$ cat config.mk
export PLATFORM = sky130hd
export DESIGN_NAME = fixed_huffman_deflate_encoder
export DESIGN_NICKNAME = d
export VERILOG_FILES = /design/src/hdl/fhd_pkg.sv /design/src/hdl/fhd_front.sv /design/src/hdl/fhd_queue.sv /design/src/hdl/fhd_back.sv /design/src/hdl/fixed_huffman_deflate_encoder.sv
export SDC_FILE = /design/constraint.sdc
export NUM_CORES = 1
export LEC_CHECK = 0
export BUFFER_PORTS_ARGS = -buffer_cell sky130_fd_sc_hd__buf_2
export CAP_MARGIN = 25
export CORE_MARGIN = 8
export CORE_UTILIZATION = 57
export CTS_BUF_LIST = sky130_fd_sc_hd__clkbuf_16
export CTS_CLUSTER_DIAMETER = 30
export DETAILED_ROUTE_END_ITERATION = 7
export PLACE_DENSITY_LB_ADDON = 0.15
export SLEW_MARGIN = 20
export SYNTH_ARGS = -nofsm -noshare
export SYNTH_HDL_FRONTEND = slang
export SYNTH_SLANG_ARGS = --single-unit
$ cat constraint.sdc
create_clock -name clk -period 4.1 [get_ports clk]
set_input_delay 0.205 -clock clk [delete_from_list [all_inputs] [get_ports clk]]
set_output_delay 0.205 -clock clk [all_outputs]
set_load 0.02 [all_outputs]
$ cat src/hdl/fhd_pkg.sv
// shared types, request codes and deflate code tables for the fixed huffman encoder
package fhd_pkg;

    localparam logic [1:0] REQ_START = 2'd0;
    localparam logic [1:0] REQ_LIT   = 2'd1;
    localparam logic [1:0] REQ_MATCH = 2'd2;
    localparam logic [1:0] REQ_END   = 2'd3;

    localparam int QDEPTH  = 4;
    localparam int QPTR_W  = $clog2(QDEPTH);
    localparam int ACC_W   = 38;
    localparam int CODE_W  = 31;

    typedef struct packed {
        logic [1:0]  req_type;
        logic        final_block;
        logic [7:0]  literal_byte;
        logic [8:0]  match_length;
        logic [15:0] match_distance;
    } in_t;

    typedef struct packed {
        logic [7:0] out_byte;
        logic       block_done;
    } out_t;

    // one token as a bit string, oldest bit in bit 0
    typedef struct packed {
        logic [CODE_W-1:0] bits;
        logic [4:0]        nbits;
        logic              eob;
    } q_entry_t;

    function automatic logic [8:0] len_base(input logic [4:0] i);
        logic [8:0] b;
        case (i)
            5'd0:  b = 9'd3;    5'd1:  b = 9'd4;    5'd2:  b = 9'd5;    5'd3:  b = 9'd6;
            5'd4:  b = 9'd7;    5'd5:  b = 9'd8;    5'd6:  b = 9'd9;    5'd7:  b = 9'd10;
            5'd8:  b = 9'd11;   5'd9:  b = 9'd13;   5'd10: b = 9'd15;   5'd11: b = 9'd17;
            5'd12: b = 9'd19;   5'd13: b = 9'd23;   5'd14: b = 9'd27;   5'd15: b = 9'd31;
            5'd16: b = 9'd35;   5'd17: b = 9'd43;   5'd18: b = 9'd51;   5'd19: b = 9'd59;
            5'd20: b = 9'd67;   5'd21: b = 9'd83;   5'd22: b = 9'd99;   5'd23: b = 9'd115;
            5'd24: b = 9'd131;  5'd25: b = 9'd163;  5'd26: b = 9'd195;  5'd27: b = 9'd227;
            default: b = 9'd258;
        endcase
        return b;
    endfunction

    function automatic logic [15:0] dist_base(input logic [4:0] i);
        logic [15:0] b;
        case (i)
            5'd0:  b = 16'd1;     5'd1:  b = 16'd2;     5'd2:  b = 16'd3;
            5'd3:  b = 16'd4;     5'd4:  b = 16'd5;     5'd5:  b = 16'd7;
            5'd6:  b = 16'd9;     5'd7:  b = 16'd13;    5'd8:  b = 16'd17;
            5'd9:  b = 16'd25;    5'd10: b = 16'd33;    5'd11: b = 16'd49;
            5'd12: b = 16'd65;    5'd13: b = 16'd97;    5'd14: b = 16'd129;
            5'd15: b = 16'd193;   5'd16: b = 16'd257;   5'd17: b = 16'd385;
            5'd18: b = 16'd513;   5'd19: b = 16'd769;   5'd20: b = 16'd1025;
            5'd21: b = 16'd1537;  5'd22: b = 16'd2049;  5'd23: b = 16'd3073;
            5'd24: b = 16'd4097;  5'd25: b = 16'd6145;  5'd26: b = 16'd8193;
            5'd27: b = 16'd12289; 5'd28: b = 16'd16385; 5'd29: b = 16'd24577;
            default: b = 16'hFFFF;
        endcase
        return b;
    endfunction

    function automatic logic [2:0] len_extra(input logic [4:0] i);
        return (i < 5'd8) ? 3'd0 : 3'(i[4:2] - 3'd1);
    endfunction

    function automatic logic [3:0] dist_extra(input logic [4:0] i);
        return (i < 5'd4) ? 4'd0 : 4'(i[4:1] - 4'd1);
    endfunction

    // huffman codes go out msb first, so flip the low n bits
    function automatic logic [8:0] rev_code(input logic [8:0] c, input logic [3:0] n);
        logic [8:0] r;
        int idx;
        r = '0;
        for (int k = 0; k < 9; k++) begin
            idx = int'(n) - 1 - k;
            if (idx >= 0)
                r[k] = c[idx];
        end
        return r;
    endfunction

endpackage

$ cat src/hdl/fhd_front.sv
// token front end: clamps, looks up fixed codes and packs each token into one bit string
module fhd_front
    import fhd_pkg::*;
#(
    parameter int MAX_MATCH_DISTANCE = 32768
)
(
    input  logic     clk,
    input  logic     rst_n,
    input  in_t      token,
    input  logic     push,
    output logic     full,
    output logic     q_wr,
    output q_entry_t q_data,
    input  logic     q_full
);

    typedef struct packed {
        logic        is_match;
        logic        eob;
        logic [8:0]  head;
        logic [3:0]  head_len;
        logic [4:0]  lext;
        logic [2:0]  lext_len;
        logic [4:0]  dcode;
        logic [12:0] dext;
        logic [3:0]  dext_len;
    } tok_t;

    tok_t tok_reg, tok_next;
    logic valid_reg;
    logic advance;

    logic [8:0]  len_c;
    logic [15:0] dist_c;
    logic [4:0]  li, di;
    logic [8:0]  lcode;
    logic [3:0]  lcode_len;

    assign advance = !valid_reg || !q_full;
    assign full    = !advance;

    // stage one: classify and look up
    always_comb
    begin
        len_c = token.match_length;
        if (len_c < 9'd3)
            len_c = 9'd3;
        if (len_c > 9'd258)
            len_c = 9'd258;
        dist_c = token.match_distance;
        if (dist_c == 16'd0)
            dist_c = 16'd1;
        if (32'(dist_c) > 32'(MAX_MATCH_DISTANCE))
            dist_c = 16'(MAX_MATCH_DISTANCE);

        // bases ascend, so the last base not above the value wins
        li = 5'd0;
        for (int j = 1; j < 28; j++)
        begin
            if (len_c >= len_base(5'(j)))
                li = 5'(j);
        end
        di = 5'd0;
        for (int j = 1; j < 30; j++)
        begin
            if (dist_c >= dist_base(5'(j)))
                di = 5'(j);
        end

        if (len_c == 9'd258)
        begin
            lcode     = 9'h0C5;
            lcode_len = 4'd8;
        end
        else if (li <= 5'd22)
        begin
            lcode     = 9'(li) + 9'd1;
            lcode_len = 4'd7;
        end
        else
        begin
            lcode     = 9'h0C0 + 9'(li - 5'd23);
            lcode_len = 4'd8;
        end

        tok_next = '0;
        case (token.req_type)
            REQ_START:
            begin
                tok_next.head     = {7'd0, 1'b1, token.final_block};
                tok_next.head_len = 4'd3;
            end
            REQ_LIT:
            begin
                if (token.literal_byte < 8'd144)
                begin
                    tok_next.head     = rev_code(9'(token.literal_byte) + 9'h030, 4'd8);
                    tok_next.head_len = 4'd8;
                end
                else
                begin
                    tok_next.head     = rev_code(9'(token.literal_byte) + 9'h100, 4'd9);
                    tok_next.head_len = 4'd9;
                end
            end
            REQ_MATCH:
            begin
                tok_next.is_match = 1'b1;
                tok_next.head     = rev_code(lcode, lcode_len);
                tok_next.head_len = lcode_len;
                if (len_c != 9'd258)
                begin
                    tok_next.lext     = 5'(len_c - len_base(li));
                    tok_next.lext_len = len_extra(li);
                end
                tok_next.dcode    = 5'(rev_code(9'(di), 4'd5));
                tok_next.dext     = 13'(dist_c - dist_base(di));
                tok_next.dext_len = dist_extra(di);
            end
            default:
            begin
                tok_next.eob      = 1'b1;
                tok_next.head_len = 4'd7;
            end
        endcase
    end

    always_ff @(posedge clk or negedge rst_n)
    begin
        if (!rst_n)
            valid_reg <= 1'b0;
        else if (advance)
            valid_reg <= push;
    end

    always_ff @(posedge clk)
    begin
        if (advance && push)
            tok_reg <= tok_next;
    end

    // stage two: splice the pieces into one lsb-first string
    logic [4:0] pos2, pos3;

    always_comb
    begin
        pos2 = 5'(tok_reg.head_len) + 5'(tok_reg.lext_len);
        pos3 = pos2 + (tok_reg.is_match ? 5'd5 : 5'd0);
        q_data.bits = CODE_W'(tok_reg.head)
                    | (CODE_W'(tok_reg.lext) << tok_reg.head_len)
                    | (CODE_W'(tok_reg.dcode) << pos2)
                    | (CODE_W'(tok_reg.dext) << pos3);
        q_data.nbits = pos3 + 5'(tok_reg.dext_len);
        q_data.eob   = tok_reg.eob;
    end

    assign q_wr = valid_reg && !q_full;

endmodule

$ cat src/hdl/fhd_queue.sv
// small fifo of packed token strings between front end and bit packer
module fhd_queue
    import fhd_pkg::*;
(
    input  logic     clk,
    input  logic     rst_n,
    input  logic     wr,
    input  q_entry_t wr_data,
    output logic     q_full,
    input  logic     rd,
    output logic     rd_valid,
    output q_entry_t rd_data
);

    q_entry_t          slot_reg [QDEPTH];
    logic [QPTR_W-1:0] wptr_reg, rptr_reg;
    logic [QPTR_W:0]   count_reg;
    logic              do_wr, do_rd;

    assign q_full   = (count_reg == (QPTR_W+1)'(QDEPTH));
    assign rd_valid = (count_reg != '0);
    assign rd_data  = slot_reg[rptr_reg];
    assign do_wr    = wr && !q_full;
    assign do_rd    = rd && rd_valid;

    always_ff @(posedge clk or negedge rst_n)
    begin
        if (!rst_n)
        begin
            wptr_reg  <= '0;
            rptr_reg  <= '0;
            count_reg <= '0;
        end
        else
        begin
            if (do_wr)
                wptr_reg <= wptr_reg + 1'b1;
            if (do_rd)
                rptr_reg <= rptr_reg + 1'b1;
            if (do_wr && !do_rd)
                count_reg <= count_reg + 1'b1;
            else if (do_rd && !do_wr)
                count_reg <= count_reg - 1'b1;
        end
    end

    always_ff @(posedge clk)
    begin
        if (do_wr)
            slot_reg[wptr_reg] <= wr_data;
    end

    assert property (@(posedge clk) disable iff (!rst_n)
        count_reg <= (QPTR_W+1)'(QDEPTH))
        else $error("fhd_queue: count past depth");

    assert property (@(posedge clk) disable iff (!rst_n)
        (count_reg == '0) || (count_reg == (QPTR_W+1)'(QDEPTH)) || (wptr_reg != rptr_reg))
        else $error("fhd_queue: pointers meet with partial fill");

    assert property (@(posedge clk) disable iff (!rst_n)
        do_wr && !do_rd |=> count_reg == $past(count_reg) + 1'b1)
        else $error("fhd_queue: write not counted");

endmodule

$ cat src/hdl/fhd_back.sv
// bit packer: merges token strings into the accumulator and sends one byte a cycle unless stalled
module fhd_back
    import fhd_pkg::*;
(
    input  logic     clk,
    input  logic     rst_n,
    input  logic     q_valid,
    input  q_entry_t q_data,
    output logic     q_rd,
    output out_t     result,
    output logic     empty,
    input  logic     pop
);

    logic [ACC_W-1:0] acc_reg, acc_next, acc_after;
    logic [5:0]       cnt_reg, cnt_next, cnt_after, cnt_sum;
    logic             eob_reg, eob_next;
    out_t             out_reg;
    logic             out_valid_reg;
    logic             emit, done, take;

    assign emit = (cnt_reg >= 6'd8) && (!out_valid_reg || pop);
    // a block ends on the byte that leaves fewer than eight bits behind
    assign done = eob_reg && (cnt_reg < 6'd16);
    assign acc_after = emit ? (acc_reg >> 8) : acc_reg;
    assign cnt_after = emit ? (cnt_reg - 6'd8) : cnt_reg;
    assign take = q_valid && (cnt_after < 6'd8);
    assign q_rd = take;
    assign cnt_sum = cnt_after + 6'(q_data.nbits);

    always_comb
    begin
        acc_next = acc_after;
        cnt_next = cnt_after;
        eob_next = (emit && done) ? 1'b0 : eob_reg;
        if (take)
        begin
            acc_next = acc_after | (ACC_W'(q_data.bits) << cnt_after[2:0]);
            if (q_data.eob)
            begin
                // end code then zero pad to the byte boundary
                cnt_next = (cnt_sum + 6'd7) & 6'b111000;
                eob_next = 1'b1;
            end
            else
                cnt_next = cnt_sum;
        end
    end

    always_ff @(posedge clk or negedge rst_n)
    begin
        if (!rst_n)
        begin
            acc_reg       <= '0;
            cnt_reg       <= '0;
            eob_reg       <= 1'b0;
            out_valid_reg <= 1'b0;
        end
        else
        begin
            acc_reg <= acc_next;
            cnt_reg <= cnt_next;
            eob_reg <= eob_next;
            if (emit)
                out_valid_reg <= 1'b1;
            else if (pop)
                out_valid_reg <= 1'b0;
        end
    end

    always_ff @(posedge clk)
    begin
        if (emit)
        begin
            out_reg.out_byte   <= acc_reg[7:0];
            out_reg.block_done <= done;
        end
    end

    assign result = out_reg;
    assign empty  = !out_valid_reg;

    assert property (@(posedge clk) disable iff (!rst_n)
        cnt_reg <= 6'(ACC_W))
        else $error("fhd_back: accumulator overfilled");

    assert property (@(posedge clk) disable iff (!rst_n)
        eob_reg |-> (cnt_reg[2:0] == 3'd0) && (cnt_reg != 6'd0))
        else $error("fhd_back: block end not byte aligned");

    assert property (@(posedge clk) disable iff (!rst_n)
        (cnt_reg < 6'd8) |-> !eob_reg)
        else $error("fhd_back: block end pending with no byte left");

    assert property (@(posedge clk) disable iff (!rst_n)
        take |=> cnt_reg >= 6'd1)
        else $error("fhd_back: merge lost its bits");

endmodule

$ cat src/hdl/fixed_huffman_deflate_encoder.sv
// top level of the fixed huffman deflate block encoder
//
// input channel: one lz77 token per beat on token, taken when push is high
// and full is low; req_type selects block start, literal, match or block end.
// output channel: compressed stream bytes, lsb first, on result while empty
// is low; a byte leaves when pop is high. block_done marks the last padded
// byte of each block end.
// path: a token passes the lookup register, the fifo, the merge into the
// accumulator and the output register before its first byte is on result.
// throughput: one token a cycle enters while full is low; the byte port sends
// one byte a cycle unless the receiver stalls, and the packer takes a new token
// only once fewer than eight bits are left, so the output byte rate sets the
// sustained pace.
// a four-deep token fifo lets the front end keep taking tokens while the
// packer waits on a stalled receiver; when it fills, full rises.
// reset empties the fifo and clears the bit accumulator and the output valid flag.
module fixed_huffman_deflate_encoder
    import fhd_pkg::*;
#(
    parameter int MAX_MATCH_DISTANCE = 32768
)
(
    input  logic clk,
    input  logic rst_n,
    input  in_t  token,
    input  logic push,
    output logic full,
    output out_t result,
    output logic empty,
    input  logic pop
);

    logic     q_wr, q_full, q_rd, q_valid;
    q_entry_t q_wdata, q_rdata;

    fhd_front #(
        .MAX_MATCH_DISTANCE (MAX_MATCH_DISTANCE)
    ) u_front (
        .clk    (clk),
        .rst_n  (rst_n),
        .token  (token),
        .push   (push),
        .full   (full),
        .q_wr   (q_wr),
        .q_data (q_wdata),
        .q_full (q_full)
    );

    fhd_queue u_queue (
        .clk      (clk),
        .rst_n    (rst_n),
        .wr       (q_wr),
        .wr_data  (q_wdata),
        .q_full   (q_full),
        .rd       (q_rd),
        .rd_valid (q_valid),
        .rd_data  (q_rdata)
    );

    fhd_back u_back (
        .clk     (clk),
        .rst_n   (rst_n),
        .q_valid (q_valid),
        .q_data  (q_rdata),
        .q_rd    (q_rd),
        .result  (result),
        .empty   (empty),
        .pop     (pop)
    );

endmodule
== Yosys cells after proc, flatten, opt, wreduce, memory -nomap -nowiden ==
Memories as Yosys holds them, arrays and structs flattened.
Cells that the tools add are included.
Storage, ports and cells
  register bits: 108
  memory bits (writable): 148
  memory bits (read-only): 800
  input port bits: 40
  output and inout bits: 11
  word-level logic and storage cells: 299
  memories: 3
Cells by class
  add/sub/neg operators: 28
  $lt $le $gt $ge: 84
  equality and inequality tests: 5
  shift-type cells: 4
  multiplexer cells: 123
  bitwise gates (word level): 6
  reduce and logical (&&, ||, !) cells: 27
Memories
  (no name shown): words 32, bits a word 16, read ports 1, clocked after memory_dff 0, wr ports 0, RTL line fhd_pkg.sv:51  | case (i)
  (no name shown): words 32, bits a word 9, read ports 1, clocked after memory_dff 0, wr ports 0, RTL line fhd_pkg.sv:36  | case (i)
  u_queue.slot_reg: words 4, bits a word 37, read ports 1, clocked after memory_dff 0, wr ports 1, RTL line fhd_queue.sv:15  | q_entry_t slot_reg [QDEPTH];
Operators with widths (count)
  32-bit by 1-bit >= comparator with 1-bit output, second input constant: 9
  32-bit by 6-bit < comparator with 1-bit output, second input constant: 9
  5-bit two-way mux: 28
  32-bit by 4-bit subtractor with 32-bit output, second input constant: 4
  38-bit two-way mux: 2
  4-bit two-way mux: 18
  32-bit by 3-bit subtractor with 32-bit output, second input constant: 2
  31-bit bitwise OR: 2
  9-bit by 4-bit >= comparator with 1-bit output, second input constant: 6
  16-bit by 3-bit >= comparator with 1-bit output, second input constant: 3
  9-bit by 5-bit >= comparator with 1-bit output, second input constant: 5
  1-bit two-way mux: 38
  38-bit bitwise OR: 1
  31-bit by 3-bit left shift with 38-bit output: 1
  1-bit binary-select mux with 4-bit select: 9
  9-bit by 3-bit >= comparator with 1-bit output, second input constant: 4
  9-bit by 6-bit >= comparator with 1-bit output, second input constant: 4
  9-bit by 7-bit >= comparator with 1-bit output, second input constant: 4
  9-bit by 8-bit >= comparator with 1-bit output, second input constant: 4
  9-bit two-way mux: 4
  3-bit two-way mux: 11
  16-bit by 10-bit >= comparator with 1-bit output, second input constant: 2
  16-bit by 11-bit >= comparator with 1-bit output, second input constant: 2
  16-bit by 12-bit >= comparator with 1-bit output, second input constant: 2
  66 further kinds: 103

== Logic depth before layout (Yosys ltp) ==
  depth after elaboration: 42
  mapped depth: 23
  mapped depth without buffers: 21

== Cells and area by module ==
Synthesis repeated with hierarchy kept, for this count alone.
Second synthesis, totals
  cell total of the unflattened synthesis: 1474
  area, all modules: 15854.0 µm²
By module, submodules not included
  fhd_front: times used 1, cells each 886, area each 6588.8 µm², sequential area each 1376.3 µm²
  fhd_queue: times used 1, cells each 228, area each 5745.5 µm², sequential area each 4619.4 µm²
  fhd_back: times used 1, cells each 360, area each 3519.6 µm², sequential area each 1421.4 µm²

== Worst setup path before layout ==
OpenSTA, ideal clock, no wires.
  kind: input -> register
  start point: input token[0] (netlist bit)
  end point: register u_front.tok_reg[16] (netlist bit) (data pin)
  arrival time: 4.358 ns
  required time: 3.834 ns
  slack: -0.524 ns
  stages on the path: 21
  path buffers: 1
  path through: buf_2 -> nor4_2 -> nand3_1 -> o41a_1 -> a32o_1 -> a31oi_1 -> o31ai_1 -> a211oi_1 -> inv_1 -> ha_1 -> nor2_1 -> o21ai_0 -> fa_1 -> nor2b_1 -> o21ai_0 -> a21boi_0 -> o211ai_1 -> a21oi_1 -> o31ai_1 -> xnor2_1 -> nor2_1
On the way
  word-level cells in the longest chain between the ends: 37
  elaborated cells between the ends (all ways): 65
  classes of those cells: 1 x add/sub; 30 x order compare; 32 x mux; 1 x reduce/logical; 1 x memory
Ends and longest elaborated chain
  from (decl): RTL line fixed_huffman_deflate_encoder.sv:25  | input in_t token,
  16-bit logical NOT: RTL line fhd_front.sv:52  | if (dist_c == 16'd0)
  16-bit two-way mux (*): RTL line fhd_front.sv:52
  16-bit greater-than comparator: RTL line fhd_front.sv:54  | if (32'(dist_c) > 32'(MAX_MATCH_DISTANCE))
  16-bit two-way mux (*): RTL line fhd_front.sv:54
  16-bit by 2-bit >= comparator with 1-bit output: RTL line fhd_front.sv:67  | if (dist_c >= dist_base(5'(j)))
  1-bit two-way mux: RTL line fhd_front.sv:67
  2-bit two-way mux (2 in series): RTL line fhd_front.sv:67
  3-bit two-way mux (4 in series): RTL line fhd_front.sv:67
  4-bit two-way mux (8 in series): RTL line fhd_front.sv:67
  5-bit two-way mux (13 in series): RTL line fhd_front.sv:67
  5-bit two-way mux (*): RTL line fhd_front.sv:67
  net u_front.di[0]: RTL line fhd_front.sv:36  | logic [4:0] li, di;
  memory read 32 x 16 bit (*)
  13-bit two-way mux (*): RTL line fhd_front.sv:88  | case (token.req_type)
  13-bit subtractor (*): RTL line fhd_front.sv:118  | tok_next.dext = 13'(dist_c - dist_base(di));
  to (signal assigned): RTL line fhd_front.sv:140  | tok_reg <= tok_next;
  to (decl): RTL line fhd_front.sv:30  | tok_t tok_reg, tok_next;
Mark *: on every way through the listed nets, which the timed path passes. The rest lies on a longest branch. The select of a mux whose other input is x is not followed.
A chain may end at the register's enable or synchronous reset.

== Worst setup path after layout ==
  start point: input token[0] (netlist bit)
  end point: register u_front.tok_reg[13] (netlist bit) (data pin)
The elaborated chain is that of the path after synthesis.

==> metrics.txt <==
status=finished, final reports clean; share of cells above drive strength 1=about a quarter; largest net degree at the start of global routing=55; Final min period=approximately 4 ns; die width=between 150 and 200 um; endpoint type of the worst setup path=flop; Remaining Overflow, GRT=0; Critical Path RT=4.34 ns; clock sinks=256; Synth Instances=roughly 1500; area growth from synthesis to layout=21.72%; TritonCTS buffer count=49; DIE HEIGHT=roughly 180 um; I/O pins=roughly 50; routed len/inst=about 19 um; CTS tree=done; maximum root-to-sink buffer count=3; Max-slew headroom=35.31%; Setup CP Type=in -> reg; post-route ant nets=0; Clk Latency, worst-skew pair=approximately 0.54 ns; CP Data Arrival Time=4.15 ns; vias per cell=approximately 6.0; final setup violation count=0; unrepaired setup endpoints after global routing=yes; first-pass GRT wire length=around 62 mm; initial core utilization=between 50% and 60%; Crit Path Max Fanout=4; ys flop type=edfxtp_1; crit path launch type=input pin; syn avg cell area=around 11 um2; Syn Nets=1555; number of max-cap violations=0; Final Hold Viols=0; Slew Limit Fails=0; commonest non-fill, non-tap cell in the layout=edfxtp_1; RD Place Congestion=between 0.9 and 1; Yosys cell types=85; n_diodes=0; Post-synth EDFFs=just over 200; period utilisation layout=95.33%; Async S/R FF share, synth=21.09%; Core Region=26730 um2; vias in the first global route=between 10000 and 15000; #FFs+latches synth=256; Pwr per Cell Area=757.1 nW/um2; Fin Hold WS=between 0.03 and 0.04 ns; DP Area=16900 um2; Least-Margin Pin Slew=0.9703 ns; DRT Pass-1 Iters=6; Rows=60; Clock Pin Slew Worst Setup and Hold Paths=~0.050 ns; Synth Cell Area=15420 um2; die area=around 33000 um2; Worst R2R Setup Slack=about 0.29 ns; initial antenna violation count=0; Finished Cell Area=about 19000 um2; DRC viols=0; H-Tree Level Count=2; initial drt markers=991; final core occ=70.22%; Tot GR Track Use=around a quarter; final WL=around 39 mm; commonest cells after routing, fill and taps aside=edfxtp_1 (202), nor2_1 (185), nand2_1 (153), buf_4 (141), o21ai_0 (78); Setup Skew=about 0.018 ns; root buf cell=clkbuf_16; max reg flops=148; multi-input logic area=roughly 7600 um2; FF/Latch Area=roughly 7400 um2; routed vias=about 12000; Nets=~1700; worst min path class=in -> reg; Port Buf Inserts=50; VDD IR max=~0.33 mV; register area share after synthesis=between 40% and 50%; Syn. warnings=0; Leak=roughly 0.0074 uW; fmax=about 260 MHz; HPWL after DPL=around 27 mm; FILL cells=around 2000
routing by layer:
metal	track usage, %	vias to the layer above	routed length (um)
met1	29.34	5783	16570
li1	-	5798	-
met3	4.012	109	1905
met5	0	-	0
met2	39.84	361	18900
met4	9.689	0	1450
path summary, 6_finish.rpt:
check	cells past startpoint	start	endpoint
max	22	token[0]	u_front.tok_reg[13]
min	3	token[25]	u_front.tok_reg[42]
max reg2reg	11	u_front.tok_reg[30]	u_queue.slot_reg[2][6]
min reg2reg	0	u_back.acc_reg[6]	u_back.result[7]
max in group asynchronous	3	rst_n	u_queue.wptr_reg[1]
min in group asynchronous	3	rst_n	u_back.out_valid_reg
cell usage after synthesis (all sizes together) (4+ instances only):
cell    instances  area (um2)
fa              6       120.1
nand2b         15       93.84
o32ai           4       35.03
o211ai         10       80.07
a21boi          7       52.55
clkbuf         61       229.0
xor2           12       105.1
o41ai           5       51.30
a211o           5       43.79
nor4            8       71.32
edfxtp        202        6066
and2           11       68.81
o221ai         14       122.6
mux2i          55       550.5
o21ai          84       420.4
or3            10       62.56
nand2         154       578.1
dfrtp          54        1351
or4             5       37.54
nand3b          6       45.04
mux4           38       855.8
o31a            5       43.79
o21a            7       52.55
a31oi          17       106.4
nor2b          27       168.9
o31ai           9       67.56
ha             53       663.1
buf            19       86.33
and3            4       25.02
a211oi         10       87.58
mux2           34       382.9
nand3          21       105.1
o22ai          37       231.5
a21oi          73       369.1
or2             5       31.28
nor2          186       698.2
xnor2          28       245.2
a21o           15       112.6
inv            50       190.2
nor3b           4       35.03
nor3           28       140.1
o22a            4       35.03
final cells by class:
type / instances / share of cell area, %
Clock buffer: 49 / 6.533
Clock inverter: 41 / 2.453
Inverter: 52 / 1.053
Multi-Input combinational cell: 1068 / 40.62
Sequential cell: 256 / 39.53
Tap cell: 341 / 2.273
Timing Repair Buffer: 197 / 7.540
power breakdown:
group	switching, uW	internal [uW]
Combinational	3570	2300
Clock	1360	2650
Sequential	352	3980
what timing repair did:
action / CTS / global route
endpoints found under the hold margin: 56 / 0
setup endpoints to repair: 0 / 9
gates resized for setup: 0 / 21
buffers inserted: 0 / 4
hold buffers: 3 / 0
cells by family (layout without fill, tap and decap cells):
family / count (synthesis) / count (layout) / share of synthesized area (%)
compound gates: 344 / 344 / 14.83
xor+xnor: 40 / 40 / 2.272
fa+ha+maj: 60 / 60 / 5.145
buf+inv: 132 / 339 / 3.327
flops: 256 / 256 / 48.11
mux: 127 / 127 / 11.60
simple gates: 497 / 497 / 14.72
worst max-delay path, stage by stage:
cell and delay [ns]:
buf_8 0.10, nor4_4 0.35, nand3_2 0.15, o41a_1 0.47, a32o_1 0.27, a31oi_1 0.17
o31ai_2 0.11, a211oi_2 0.19, inv_1 0.08, ha_1 0.27, nand2_1 0.08, nand2_2 0.06
o21a_1 0.16, ha_1 0.27, nor2b_4 0.13, o21ai_2 0.16, a21boi_2 0.09, o211ai_1 0.30
a21oi_2 0.12, nor3_1 0.19, xor2_1 0.16, nor2_1 0.05
per-stage QoR:
| stage | cells | setup WS (ns) | power [uW] | TNS (ns) |
|---|---|---|---|---|
| floorplan | 1456 | -0.09919 | 8409 | -0.2351 |
| finish | 2004 | 0.1913 | 14210 | 0 |
| global placement | 1905 | -0.3114 | 9947 | -1.382 |
| global route | 2004 | -0.07149 | 15010 | -0.1529 |
| detailed placement | 1905 | -0.4627 | 10080 | -2.494 |
| CTS | 1998 | 0.08438 | 14200 | 0 |
Power figures use the tool's default switching activity.
